==> src/rtl/core/swm_pkg.sv <==
// Shared constants and types for the sliding-window median filter.
// No dependencies; every other file imports this package.
`timescale 1ns / 1ps
`default_nettype none
package swm_pkg;

  localparam int MAX_WINDOW   = 64;
  localparam int SAMPLE_WIDTH = 32;
  localparam int IDX_W        = $clog2(MAX_WINDOW);
  localparam int CNT_W        = $clog2(MAX_WINDOW + 1);
  localparam int OUT_W        = SAMPLE_WIDTH + 1;
  localparam int DEFAULT_SIZE = 3;

  typedef logic signed [SAMPLE_WIDTH-1:0] sample_t;
  typedef logic signed [OUT_W-1:0]        median_t;
  typedef logic        [CNT_W-1:0]        count_t;
  typedef logic        [IDX_W-1:0]        age_t;

  // Contents one cell shows to its neighbors.
  typedef struct packed {
    sample_t val;
    age_t    age;
    logic    gt;      // value above the incoming sample, or cell empty
  } cell_t;

  // Broadcast from the control logic to every cell.
  typedef struct packed {
    logic    load;
    sample_t x;
    count_t  fill;
    logic    full;
    age_t    oldest_age;
  } cell_ctl_t;

endpackage
`default_nettype wire

==> src/rtl/core/swm_cell.sv <==
// One slot of the sorted window: value and age, updated from its neighbors.
// Depends on swm_pkg.
`timescale 1ns / 1ps
`default_nettype none
module swm_cell
  import swm_pkg::*;
(
  input  wire logic      clk,
  input  wire cell_ctl_t ctl,
  input  wire age_t      pos,
  input  wire cell_t     left,
  input  wire cell_t     right,
  input  wire logic      rm_in,
  output logic           rm_out,
  output cell_t          self
);

  sample_t val;
  age_t    age;
  logic    live;
  logic    del;
  cell_t   cur;
  cell_t   prv;

  assign live = {1'b0, pos} < ctl.fill;
  assign self.val = val;
  assign self.age = age;
  assign self.gt  = !live || (val > ctl.x);
  assign del    = ctl.full && live && (age == ctl.oldest_age);
  assign rm_out = rm_in || del;

  // compacted list after removal: entry at this slot and the one below
  assign cur = rm_out ? right : self;
  assign prv = rm_in  ? self  : left;

  always_ff @(posedge clk) begin
    if (ctl.load) begin
      if (!cur.gt) begin
        val <= cur.val;
        age <= cur.age + age_t'(1);
      end else if (!prv.gt) begin
        val <= ctl.x;
        age <= '0;
      end else begin
        val <= prv.val;
        age <= prv.age + age_t'(1);
      end
    end
  end

endmodule
`default_nettype wire

==> config.mk <==
export PLATFORM = sky130hd
export DESIGN_NAME = swm_cell
export DESIGN_NICKNAME = d
export VERILOG_FILES = /design/src/rtl/core/swm_pkg.sv /design/src/rtl/core/swm_cell.sv
export SDC_FILE = /design/constraint.sdc
export NUM_CORES = 1
export LEC_CHECK = 0
export BUFFER_PORTS_ARGS = -buffer_cell sky130_fd_sc_hd__buf_2
export CAP_MARGIN = 20
export CORE_UTILIZATION = 44
export CTS_CLUSTER_DIAMETER = 200
export DETAILED_ROUTE_END_ITERATION = 10
export PLACE_DENSITY = 0.77
export SETUP_SLACK_MARGIN = 0.3
export SYNTH_ARGS = -nofsm -noshare
export SYNTH_HDL_FRONTEND = slang
export SYNTH_SLANG_ARGS = --single-unit
==> constraint.sdc <==
create_clock -name clk -period 3.9 [get_ports clk]
set_clock_uncertainty 0.15 [all_clocks]
set_input_delay 0.39 -clock clk [delete_from_list [all_inputs] [get_ports clk]]
set_output_delay 0.39 -clock clk [all_outputs]
set_load 0.02 [all_outputs]
==> flow_summary.json <==
{
  "placed_area_um2": 4763,
  "crit_type": "reg -> reg",
  "holdPathStages": 3,
  "drive_gt1_share_pct": 35.14,
  "yosys_warnings": 0,
  "arrival_ns": 3.13,
  "cts.sinks": 38,
  "status": "completed",
  "hold_start": "right[17]",
  "io_pins": 173,
  "fin_crit_sh_pct": 85.48,
  "yosys_register_bits": 38,
  "clk_latency_ns": 0.29,
  "reg2reg_to": "val[3]",
  "vias": 3865,
  "multi_input_area_um2": 2397,
  "fin_tns_setup_ns": 0,
  "cts_root_buf": "clkbuf_8",
  "grt_antenna_before_repair": 1,
  "finalCriticalPeriod_ns": 3.334,
  "final_hold_viol_count": 0,
  "first_global_vias": 3713,
  "cts_tree": "done",
  "setup_slack_ns": 0.5662,
  "fmax_mhz": 300.0,
  "synth_nets": 605,
  "finalInstanceArea_um2": 4901,
  "worst_pin_slew_ns": 0.6958,
  "post_cts_buffers": 0,
  "pre_cts_slack_ns": 0.4452,
  "crit_path_max_fanout": 32,
  "fp.dieH_um": 95.22,
  "syn_avg_cell_area_um2": 8.831,
  "ys.flop_type": "edfxtp_1",
  "crit_required_ns": 3.69,
  "hold_buffers": 0,
  "vdd_drop_max_mv": 0.1916,
  "gp_congestion": 0.8696,
  "clock_power_share_pct": 24.0,
  "async_reset_ff_share_pct": 0,
  "reg2regPathDepth": 10,
  "io_buffers": 172,
  "drc_errors": 0,
  "finalMaxSlewViolations": 0,
  "power_density_nw_per_um2": 346.9,
  "fp.dieW_um": 95.22,
  "final_common_cell": "buf_2",
  "worstSetupEndpointType": "flip-flop",
  "final_cell_mix": "buf_2 (172), nor2_1 (59), inv_1 (41)",
  "num_antenna_cells": 0,
  "cts_made_buffers": 5,
  "rr_startpoint": "val[14]",
  "pwr-share-seq_pct": 34.3,
  "final_antenna_net_count": 0,
  "avgRoutedWirePerCell_um": 15.95,
  "rsz0062_at_grt": "false",
  "nets": 763,
  "die_area_um2": 9067,
  "overflow": 0,
  "cts_buffer_depth": 2,
  "wl_mm": 11.12,
  "setup_violations": 0,
  "synth_cells": 433,
  "hold_path.class": "in -> reg",
  "vias_per_cell": 5.545,
  "hold_path_end": "val[10]",
  "htreeDepth": 2,
  "p_int_w": 0.001083,
  "grt_pass1_wl_mm": 17.13,
  "regArea_um2": 1141,
  "drtIter0Drc": 229,
  "p_leak_nw": 2.377,
  "max_cap_viol_count": 0,
  "start_util_pct": 46.07,
  "fp-row-count": 33,
  "grtUsageTotal_pct": 24.15,
  "synth_cell_types": 50,
  "r2r_setup_slack_ns": 0.57,
  "synth_seq_area_share_pct": 29.84,
  "first_pass_iters": 4,
  "stdcell_count": 697,
  "p_sw_share_pct": 36.30,
  "power.switching_w": 0.0006172,
  "dp.final_hpwl_mm": 8.628,
  "layout-area-overhead-vs-synth_pct": 28.17,
  "combPwrFrac_pct": 41.6,
  "clk_pin_slew_ns": 0.09,
  "synth_edf_count": 38,
  "core_area_um2": 8299,
  "grt_max_degree": 45,
  "netlist_area_um2": 3824,
  "num-fill-cells": 739,
  "start_kind": "flip-flop",
  "dp.cells": 689,
  "relSlewSlack_pct": 53.61
}
## what timing repair did
item	4_1_cts	5_1_grt
gates resized for setup	0	1
endpoints found under the hold margin	0	0
setup endpoints to repair	0	20
## registers in the layout, summed over array words and instances (netlist names)
register / cells
age: 6
val: 32
## how the worst max path moves through the flow
stage / start / end / slack [ns] / cells after the start
floorplan: val[14] / val[0] / 0.56 / 9
global placement: ctl[45] / val[0] / 0.52 / 12
detailed placement: ctl[28] / val[1] / 0.45 / 12
CTS: val[14] / val[1] / 0.52 / 10
global route: val[31] / val[2] / 0.37 / 9
finish: val[14] / val[3] / 0.57 / 10
## through the flow
step                utilization, %  power, W  hold slack (ns)
floorplan                        -  0.001069           0.3525
global placement             57.39  0.001277           0.5986
detailed placement           57.39  0.001297           0.6000
CTS                          58.99  0.001707           0.2937
global route                 59.05  0.001798           0.3046
finish                       59.05  0.001700           0.2947
## power by group through the flow
stage,Sequential (W),Combinational [W],Clock (W)
finish,0.000584,0.000708,0.000409
global route,0.000590,0.000780,0.000427
CTS,0.000584,0.000708,0.000416
detailed placement,0.000593,0.000704,0
global placement,0.000591,0.000686,0
floorplan,0.000645,0.000423,0
## cell usage after synthesis (2+ instances only)
| cell type | n | area share, % |
|---|---|---|
| clkbuf_1 | 18 | 1.8 |
| nand3_1 | 19 | 2.5 |
| a21o_1 | 4 | 0.79 |
| mux2_4 | 3 | 1.2 |
| nor2_1 | 60 | 5.9 |
| or2_2 | 2 | 0.33 |
| mux2i_1 | 27 | 7.1 |
| nor2b_1 | 2 | 0.33 |
| a31oi_1 | 3 | 0.49 |
| a211oi_1 | 14 | 2.7 |
| and3_1 | 2 | 0.33 |
| a21oi_1 | 19 | 2.5 |
| o211ai_1 | 2 | 0.39 |
| nand4_2 | 2 | 0.65 |
| nor4_2 | 2 | 0.65 |
| o221ai_1 | 2 | 0.46 |
| a311oi_1 | 20 | 4.6 |
| xor2_1 | 8 | 1.8 |
| edfxtp_1 | 38 | 30 |
| buf_6 | 4 | 1.2 |
| nand2_1 | 14 | 1.4 |
| buf_2 | 6 | 0.79 |
| mux2_2 | 5 | 1.5 |
| o21ai_0 | 8 | 1.0 |
| nor3_1 | 21 | 2.7 |
| a221oi_1 | 12 | 2.7 |
| xnor2_1 | 9 | 2.1 |
| inv_1 | 41 | 4.0 |
| ha_1 | 39 | 13 |
| nand4_1 | 5 | 0.82 |
| buf_1 | 2 | 0.20 |
| a22o_1 | 2 | 0.46 |
## per-layer routing
layer	global-route usage [%]	vias up	wire length, um
met4	5.808	2	102
met5	0	-	13
met3	4.705	12	727
li1	-	1932	-
met2	44.17	143	5626
met1	28.79	1776	4648
## cells by family after synthesis
| group | share of synthesized area, % |
|---|---|
| AOI/OAI and AO/OA | 18.78 |
| xor gates and xnor gates | 3.894 |
| adders and majority gates | 12.76 |
| buffers and inverters | 8.050 |
| DFF | 29.84 |
| muxes | 9.718 |
| and+or+nand+nor | 16.95 |
## worst max-delay path: stages (launching register included)
cell and delay, ns:
edfxtp_1 0.43, ha_1 0.36, nand4_2 0.15, nor4_2 0.35
a21boi_2 0.21, o41ai_1 0.13, o2111a_1 0.32, inv_2 0.14
o21ai_0 0.15, a31oi_4 0.16, buf_4 0.41
## area by class of cell
class                           instances  area share, %
Multi-Input combinational cell        323          48.92
Clock inverter                          3          1.302
Timing Repair Buffer                  181          19.20
Tap cell                              105          2.681
Inverter                               42          3.217
Sequential cell                        38          23.28
Clock buffer                            5          1.404
No activity file was read; power rests on OpenSTA's default activity.
